==> src/design/sjfs_pkg.sv <==
// Shared types and constants for the shortest-job-first scheduler.
// Used by sjfs_ctrl, sjfs_dp and the top level; depends on nothing.
package sjfs_pkg;

  localparam int ID_W    = 8;
  localparam int BURST_W = 16;
  localparam int CNT_W   = 24;
  localparam logic [CNT_W-1:0] CNT_MAX = {CNT_W{1'b1}};

  // Result kinds carried on the output tuser
  typedef enum logic [1:0] {
    ST_ACCEPT = 2'd0,
    ST_FULL   = 2'd1,
    ST_RUN    = 2'd2,
    ST_IDLE   = 2'd3
  } status_t;

  // One job table entry
  typedef struct packed {
    logic [ID_W-1:0]    id;
    logic [BURST_W-1:0] rem;
    logic [CNT_W-1:0]   wt;
    logic [CNT_W-1:0]   ta;
  } entry_t;

  typedef enum logic [2:0] {
    S_IDLE,
    S_ARR,
    S_SCAN,
    S_PICK,
    S_SEL,
    S_UPD,
    S_TAIL,
    S_DONE
  } state_t;

  // Controller to datapath
  typedef struct packed {
    logic load_in;
    logic idx_clr;
    logic idx_inc;
    logic arr_step;
    logic scan_rd;
    logic upd_rd;
    logic sel;
    logic out_load;
  } cmd_t;

  // Datapath to controller
  typedef struct packed {
    logic in_tick;
    logic idx_last;
    logic slot_free;
    logic sel_found;
    logic out_free;
  } stat_t;

  function automatic logic [CNT_W-1:0] sat_inc(input logic [CNT_W-1:0] v);
    return (v == CNT_MAX) ? v : v + 1'b1;
  endfunction

endpackage

==> src/design/sjfs_ctrl.sv <==
// Sequencer for the scheduler: steps arrivals, table scans and updates.
// Depends on sjfs_pkg; drives the datapath through cmd_t, reads stat_t.
module sjfs_ctrl (
  input  logic            clk,
  input  logic            rst,
  input  logic            s_tvalid,
  output logic            in_ready,
  input  sjfs_pkg::stat_t st,
  output sjfs_pkg::cmd_t  cmd
);
  import sjfs_pkg::*;

  state_t state, state_next;

  always_ff @(posedge clk) begin
    if (rst) begin
      state <= S_IDLE;
    end else begin
      state <= state_next;
    end
  end

  always_comb begin
    cmd        = '0;
    in_ready   = 1'b0;
    state_next = state;
    unique case (state)
      S_IDLE: begin
        in_ready = 1'b1;
        if (s_tvalid) begin
          cmd.load_in = 1'b1;
          cmd.idx_clr = 1'b1;
          state_next  = st.in_tick ? S_SCAN : S_ARR;
        end
      end
      S_ARR: begin
        cmd.arr_step = 1'b1;
        if (st.slot_free || st.idx_last) begin
          state_next = S_DONE;
        end else begin
          cmd.idx_inc = 1'b1;
        end
      end
      S_SCAN: begin
        cmd.scan_rd = 1'b1;
        if (st.idx_last) begin
          cmd.idx_clr = 1'b1;
          state_next  = S_PICK;
        end else begin
          cmd.idx_inc = 1'b1;
        end
      end
      S_PICK: begin
        // last compare of the scan lands here
        state_next = S_SEL;
      end
      S_SEL: begin
        cmd.sel    = 1'b1;
        state_next = st.sel_found ? S_UPD : S_DONE;
      end
      S_UPD: begin
        cmd.upd_rd = 1'b1;
        if (st.idx_last) begin
          cmd.idx_clr = 1'b1;
          state_next  = S_TAIL;
        end else begin
          cmd.idx_inc = 1'b1;
        end
      end
      S_TAIL: begin
        // last write-back of the update pass lands here
        state_next = S_DONE;
      end
      S_DONE: begin
        if (st.out_free) begin
          cmd.out_load = 1'b1;
          state_next   = S_IDLE;
        end
      end
      default: state_next = S_IDLE;
    endcase
  end

endmodule

==> src/design/sjfs_dp.sv <==
// Datapath of the scheduler: job table memory, valid bits, min tracker,
// per-slot counter update and the output register. Depends on sjfs_pkg.
module sjfs_dp #(
  parameter int TABLE_DEPTH = 16
) (
  input  logic                         clk,
  input  logic                         rst,
  input  logic [23:0]                  s_tdata,
  input  logic [0:0]                   s_tuser,
  input  logic                         cfg_valid,
  input  logic [0:0]                   cfg_data,
  output logic                         m_tvalid,
  input  logic                         m_tready,
  output logic [55:0]                  m_tdata,
  output logic [2:0]                   m_tuser,
  input  sjfs_pkg::cmd_t               cmd,
  output sjfs_pkg::stat_t              st
);
  import sjfs_pkg::*;

  localparam int IW = (TABLE_DEPTH > 1) ? $clog2(TABLE_DEPTH) : 1;
  localparam logic [IW-1:0] IDX_LAST = IW'(TABLE_DEPTH - 1);

  entry_t              mem [TABLE_DEPTH];
  entry_t              rd_data;
  logic [TABLE_DEPTH-1:0] valid;
  logic [IW-1:0]       idx, pipe_idx, best_slot, cur_slot, sel_slot, sel_slot_c, wr_addr;
  logic                scan_pipe, upd_pipe, best_found, cur_active, mode;
  logic [BURST_W-1:0]  best_rem, in_burst;
  logic [ID_W-1:0]     in_id, res_id;
  status_t             res_status;
  logic                res_fin;
  logic [CNT_W-1:0]    res_wait, res_turn;
  logic                wr_en, sel_keep, sel_found_c, upd_hit, upd_done, upd_live, better;
  entry_t              wr_data, upd_entry;

  always_comb begin
    sel_keep    = !mode && cur_active && valid[cur_slot];
    sel_slot_c  = sel_keep ? cur_slot : best_slot;
    sel_found_c = sel_keep || best_found;

    better   = scan_pipe && valid[pipe_idx] && (!best_found || (rd_data.rem < best_rem));
    upd_live = upd_pipe && valid[pipe_idx];
    upd_hit  = (pipe_idx == sel_slot);

    upd_entry.id  = rd_data.id;
    upd_entry.rem = (upd_hit && (rd_data.rem != '0)) ? rd_data.rem - 1'b1 : rd_data.rem;
    upd_entry.wt  = upd_hit ? rd_data.wt : sat_inc(rd_data.wt);
    upd_entry.ta  = sat_inc(rd_data.ta);
    upd_done      = upd_hit && (upd_entry.rem == '0);

    wr_en   = 1'b0;
    wr_addr = pipe_idx;
    wr_data = upd_entry;
    if (cmd.arr_step && !valid[idx]) begin
      wr_en   = 1'b1;
      wr_addr = idx;
      wr_data = '{id: in_id, rem: in_burst, wt: '0, ta: '0};
    end else if (upd_live) begin
      wr_en = 1'b1;
    end

    st.in_tick   = s_tuser[0];
    st.idx_last  = (idx == IDX_LAST);
    st.slot_free = !valid[idx];
    st.sel_found = sel_found_c;
    st.out_free  = !m_tvalid || m_tready;
  end

  // Table memory: one write port, one registered read port
  always_ff @(posedge clk) begin
    if (wr_en) begin
      mem[wr_addr] <= wr_data;
    end
    rd_data <= mem[idx];
  end

  always_ff @(posedge clk) begin
    if (rst) begin
      mode       <= 1'b1;
      valid      <= '0;
      cur_active <= 1'b0;
      cur_slot   <= '0;
      scan_pipe  <= 1'b0;
      upd_pipe   <= 1'b0;
      best_found <= 1'b0;
      m_tvalid   <= 1'b0;
      idx        <= '0;
    end else begin
      if (cfg_valid) begin
        mode <= cfg_data[0];
      end
      scan_pipe <= cmd.scan_rd;
      upd_pipe  <= cmd.upd_rd;
      if (cmd.idx_clr) begin
        idx <= '0;
      end else if (cmd.idx_inc) begin
        idx <= idx + 1'b1;
      end
      if (cmd.load_in) begin
        best_found <= 1'b0;
      end else if (better) begin
        best_found <= 1'b1;
      end
      if (cmd.arr_step && !valid[idx]) begin
        valid[idx] <= 1'b1;
      end
      if (cmd.sel && !sel_found_c) begin
        cur_active <= 1'b0;
      end
      if (upd_live && upd_hit) begin
        if (upd_done) begin
          valid[pipe_idx] <= 1'b0;
          cur_active      <= 1'b0;
        end else begin
          cur_slot   <= pipe_idx;
          cur_active <= 1'b1;
        end
      end
      if (cmd.out_load) begin
        m_tvalid <= 1'b1;
      end else if (m_tready) begin
        m_tvalid <= 1'b0;
      end
    end
  end

  always_ff @(posedge clk) begin
    pipe_idx <= idx;
    if (better) begin
      best_rem  <= rd_data.rem;
      best_slot <= pipe_idx;
    end
    if (cmd.load_in) begin
      in_id      <= s_tdata[7:0];
      in_burst   <= s_tdata[23:8];
      res_status <= ST_ACCEPT;
      res_id     <= '0;
      res_fin    <= 1'b0;
      res_wait   <= '0;
      res_turn   <= '0;
    end
    if (cmd.arr_step) begin
      res_status <= valid[idx] ? ST_FULL : ST_ACCEPT;
    end
    if (cmd.sel) begin
      sel_slot   <= sel_slot_c;
      res_status <= sel_found_c ? ST_RUN : ST_IDLE;
    end
    if (upd_live && upd_hit) begin
      res_id <= rd_data.id;
      if (upd_done) begin
        res_fin  <= 1'b1;
        res_wait <= upd_entry.wt;
        res_turn <= upd_entry.ta;
      end
    end
    if (cmd.out_load) begin
      m_tdata <= {res_turn, res_wait, res_id};
      m_tuser <= {res_fin, res_status};
    end
  end

  a_cur_valid: assert property (@(posedge clk) disable iff (rst)
    cur_active |-> valid[cur_slot])
    else $error("running slot is not marked valid");

  a_fin_run: assert property (@(posedge clk) disable iff (rst)
    (m_tvalid && m_tuser[2]) |-> (m_tuser[1:0] == ST_RUN))
    else $error("finish reported on a word that is not a served tick");

  a_quiet: assert property (@(posedge clk) disable iff (rst)
    (m_tvalid && (m_tuser[1:0] != ST_RUN)) |-> (m_tdata == '0) && !m_tuser[2])
    else $error("non-run word carries job data");

  a_turn_gt_wait: assert property (@(posedge clk) disable iff (rst)
    (m_tvalid && m_tuser[2]) |->
      ((m_tdata[55:32] > m_tdata[31:8]) || (m_tdata[55:32] == CNT_MAX)))
    else $error("turnaround not above wait for finished job");

endmodule

==> src/design/shortest_job_first_scheduler.sv <==
// Top level of the shortest-remaining-time-first job scheduler.
// Depends on sjfs_pkg, sjfs_ctrl and sjfs_dp.
//
// Each input word is either a job arrival (id, burst length) or one time tick,
// and each produces exactly one output word. The job table of TABLE_DEPTH slots
// lives in a single-port-write, registered-read memory and is walked one slot
// per cycle, so timing is set by that memory port: an arrival searches for the
// lowest free slot and then posts its result; a tick runs a scan for the least
// remaining time, a select state, then a read-modify-write pass that bumps the
// turnaround counter of every pending job and the wait counter of every pending
// job except the one that is served, and after that posts its result.
// An idle tick skips the update pass. One item is worked at a time; the next
// word is taken as soon as the previous result has moved into the output
// register, even while that register still waits for m_tready. Ties on
// remaining time go to the lowest slot. preemptive_mode (cfg_data, reset 1)
// reselects the shortest job every tick; 0 lets the running job finish first.
// Write it only while the block is idle. No clearing pass follows reset.
module shortest_job_first_scheduler #(
  parameter int TABLE_DEPTH = 16
) (
  input  logic        clk,
  input  logic        rst,
  // Input stream
  input  logic        s_tvalid,
  output logic        s_tready,
  input  logic [23:0] s_tdata,   // [7:0] job_id, [23:8] burst_length
  input  logic [0:0]  s_tuser,   // [0] req_type (0 arrival, 1 tick)
  // Output stream
  output logic        m_tvalid,
  input  logic        m_tready,
  output logic [55:0] m_tdata,   // [7:0] running_id, [31:8] finish_wait,
                                 // [55:32] finish_turnaround
  output logic [2:0]  m_tuser,   // [1:0] status_code, [2] finish_valid
  // Mode register write
  input  logic        cfg_valid,
  output logic        cfg_ready,
  input  logic [0:0]  cfg_data   // [0] preemptive_mode
);
  import sjfs_pkg::*;

  cmd_t  cmd;
  stat_t st;

  // The mode register takes a write in any cycle
  assign cfg_ready = 1'b1;

  sjfs_ctrl u_ctrl (
    .clk      (clk),
    .rst      (rst),
    .s_tvalid (s_tvalid),
    .in_ready (s_tready),
    .st       (st),
    .cmd      (cmd)
  );

  sjfs_dp #(
    .TABLE_DEPTH (TABLE_DEPTH)
  ) u_dp (
    .clk       (clk),
    .rst       (rst),
    .s_tdata   (s_tdata),
    .s_tuser   (s_tuser),
    .cfg_valid (cfg_valid),
    .cfg_data  (cfg_data),
    .m_tvalid  (m_tvalid),
    .m_tready  (m_tready),
    .m_tdata   (m_tdata),
    .m_tuser   (m_tuser),
    .cmd       (cmd),
    .st        (st)
  );

endmodule

==> config.mk <==
export PLATFORM = sky130hd
export DESIGN_NAME = shortest_job_first_scheduler
export DESIGN_NICKNAME = d
export VERILOG_FILES = /design/src/design/sjfs_pkg.sv /design/src/design/sjfs_ctrl.sv /design/src/design/sjfs_dp.sv /design/src/design/shortest_job_first_scheduler.sv
export SDC_FILE = /design/constraint.sdc
export NUM_CORES = 2
export LEC_CHECK = 0
export BUFFER_PORTS_ARGS = -buffer_cell sky130_fd_sc_hd__buf_2
export CORE_AREA = 2 2 334 336
export DETAILED_ROUTE_END_ITERATION = 12
export DIE_AREA = 0 0 336 338
export PLACE_DENSITY = 0.72
export SYNTH_ARGS = -nofsm -noshare
export SYNTH_HDL_FRONTEND = slang
export SYNTH_SLANG_ARGS = --single-unit
export TNS_END_PERCENT = 10
==> constraint.sdc <==
create_clock -name clk -period 6.25 [get_ports clk]
set_input_delay 0.625 -clock clk [delete_from_list [all_inputs] [get_ports clk]]
set_output_delay 0.625 -clock clk [all_outputs]
set_load 0.05 [all_outputs]
==> results.toml <==
[layout]
finalInstanceArea_sq_mm = 0.0622
fin_nets = 2854
finalCoreUtilization_pct = 56.5
final.fill_count = 7831
area_growth_pct = 14.0
drive_gt1_share_pct = 26.9

[critical_path]
timing.setup.critical_path_class = "register to register"
timing.critical_path.required_ps = 6690
crit_path_max_incr_delay_ps = 850
cp_common_cell = "mux4_2"
crit_path_cell_chain = "mux4_2 > mux4_2 > or2_1 > nor3b_1 > a21oi_1 > nor2_4 > buf_4"
endpoint_kind = "register"
cp_top_family = "simple AND/OR/NAND/NOR gates"
arrival_ps = 5210
slowest_stage = "nor2_4"
cp.buffers_inverters = 1
critical_path.max_fanout = 29
start_kind = "register"

[clocking]
postCtsSetupBuffers = 0
cts.htree.levels = 4
inserted_clock_buffers = 145
cts_sinks = 1427
clock-root-buffer = "clkbuf_16"
clkTransAtPathRegs_ps = 60
clk-insertion-delay-late_ps = 780
tritoncts = "yes"
clock_path_buffers = 3

[timing]
max_freq_mhz = 210
timing.final.hold_violations = 0
timing.final.max_slew_violations = 0
worst-slew-pin-transition_ps = 1430
hold_ws_ps = 44.8
timing.setup.tns_ps = 0
finalClockSkew_ps = 49.5
finalCriticalPeriod_ps = 4770
final_setup_violation_count = 0
maxSlewHeadroom_pct = 4.22
rsz0062_at_grt = "false"
timing.final.crit_share_pct = 76.3

[floorplan]
fp.coreArea_sq_mm = 0.110
starting_density_pct = 49.5
io_pins = 93
dieWidth_um = 336
vertical_die_dimension_um = 338
floorplan.rows = 122
die_area_sq_mm = 0.114

[worst_hold_path]
hp-class = "primary input to register"

[detailed_routing]
antenna_violating_nets_post_route = 0
wire_per_inst_um = 27.7
vias_per_cell = 6.05
firstDrtPassIters = 8
drc = 0
drt_first_iter_violations = 3505
vias = 26700
totalWireLength_mm = 122

[global_routing]
antenna_found_initial = 4
grt_pass1_wl_mm = 181
global_route.overflow_total = 0
gr-usage-all-layers_pct = 21.9
grt_pass1_vias = 27300
maximum_number_of_pins_on_one_net_before_global_route_repair = 96

[yosys]
postSynth.asyncResetShare_pct = 0
yosysSeqAreaShare_pct = 75.7
post_synth_num_cell_types = 66
postSynthCellCount = 2628
synthesis.nets = 2681
yosys_warnings = 0
postSynthRegisterBits = 1427
ys.flop_type = "edfxtp_1"
synth_area_sq_mm = 0.0545
synthesis.area_per_instance_sq_um = 20.7
number_of_enable_type_register_cells_in_the_synthesized_netlist = 1269

[job]
cap_viol_max_count = 0

[power_and_ir_drop]
power.ir.vdd_worst_v = 0.000389
power.leakage_uw = 0.0192
powerDensity_mw_per_mm2 = 456

[place]
post_dp_cell_area_sq_mm = 0.0572
detailed_place_hpwl_mm = 69.2
port_buffers = 91
place_congestion = 0.840

[run_status]
run_status = "finished clean"
[per-layer routing]
layer  up-vias  GRT usage (%)  share of wire (%)
met4         2           6.12                1.9
met2      1333           34.9                 48
met3       176           4.11                8.7
met1     14100           31.2                 41
li1      11100              -                  -
met5         -              0             0.0098
[synth_stat cells, types with 5 or more instances]
cell type	count	area share (%)
nand2_1	129	0.89
nor3b_1	5	0.069
inv_1	33	0.23
mux2i_1	53	0.97
nor4_1	9	0.10
buf_1	26	0.18
nor2_1	110	0.76
and3_1	12	0.14
or4_1	5	0.069
a22oi_1	5	0.069
edfxtp_1	1269	70
a31oi_1	20	0.23
o211ai_1	5	0.069
clkbuf_1	93	0.64
dfxtp_1	158	5.8
xor2_1	42	0.67
nand2b_1	6	0.069
nand3_1	22	0.20
mux4_2	374	15
xnor2_1	20	0.32
nor3_1	18	0.17
and2_1	11	0.13
ha_1	22	0.50
mux2_2	6	0.12
or3_1	7	0.080
buf_6	6	0.12
a21oi_1	31	0.28
nand4_1	19	0.22
nor2b_1	35	0.40
o21ai_0	11	0.10
a21o_1	7	0.096
[report_power, final]
| part | leakage [uW] | total [uW] | switching (uW) | internal [uW] |
|---|---|---|---|---|
| clock network | 0.00238 | 8730 | 3690 | 5040 |
| registers | 0.0127 | 13400 | 574 | 12800 |
| logic | 0.00415 | 6250 | 4040 | 2210 |
| total | 0.0192 | 28300 | 8310 | 20000 |
[placed cells by master (no fill, tap or decap), drive strengths merged, types with 22 or more instances in the layout]
master,n
ha,22
mux4,374
nor2,111
edfxtp,1269
inv,40
dfxtp,158
a21oi,31
clkbuf,203
nand3,22
clkinv,47
nand2,129
nor2b,35
xor2,42
buf,150
mux2i,53
[flip-flops by register name, indices dropped and copies added, names as in the netlist, 2 cells and up]
register and count:
u_dp.best_slot 4, u_dp.res_id 8, u_dp.sel_slot 4, u_dp.valid 16, u_dp.res_turn 24, u_dp.in_id 8, u_dp.m_tuser 3, u_dp.in_burst 16
u_dp.rd_data 72, u_dp.mem 1152, u_dp.cur_slot 4, u_dp.best_rem 16, u_dp.idx 4, u_dp.pipe_idx 4, u_ctrl.state 3, u_dp.m_tdata 56
u_dp.res_status 2, u_dp.res_wait 24
[repair_timing]
item	CTS	global route
hold endpoints to repair	6	0
hold buffers	6	0
gates resized for setup	0	0
[path summary, 6_finish.rpt]
| path | from | to | slack, ps | depth (start not counted) |
|---|---|---|---|---|
| max | u_dp.idx[0] | u_dp.mem[11][55] | 1480 | 7 |
| min | s_tdata[9] | u_dp.in_burst[1] | 40 | 1 |
| max reg2reg | u_dp.idx[0] | u_dp.mem[11][55] | 1480 | 7 |
| min reg2reg | u_dp.res_id[3] | u_dp.m_tdata[3] | 420 | 0 |
[through the flow]
| step | std cells | power (uW) | setup slack [ps] |
|---|---|---|---|
| after global placement | 4135 | 19400 | 1560 |
| after CTS | 4414 | 28500 | 1430 |
| after floorplan | 2628 | 17500 | 9.55 |
| final | 4416 | 28300 | 1480 |
| after detailed placement | 4136 | 19800 | 1450 |
| after global routing | 4414 | 29400 | 1180 |
[cell families after synthesis]
logic type,synth area share (%)
AOI/OAI and AO/OA,1.37
xor gates and xnor gates,0.996
adders and majority gates,0.505
buffers and inverters,1.23
DFF,75.7
muxes,16.5
other,0.00688
and+or+nand+nor,3.66
[worst register-to-register path, delay by kind of cell, from the launching register on]
kind	cells	cell delay, ps
compound gates	1	320
mux	2	1190
flops	1	730
buf+inv	1	450
simple gates	3	1750
[cell type report]
class | instances | area (sq um) | share of cell area (%)
Multi-Input combinational cell | 1038 | 12700 | 20.5
Timing Repair Buffer | 156 | 1260 | 2.02
Clock inverter | 69 | 888 | 1.43
Antenna cell | 2 | 5.00 | 0.00805
Clock buffer | 203 | 4020 | 6.47
Sequential cell | 1427 | 41300 | 66.4
Inverter | 33 | 124 | 0.199
Tap cell | 1488 | 1860 | 2.99
Note: power is estimated with default switching activity, not from simulation.
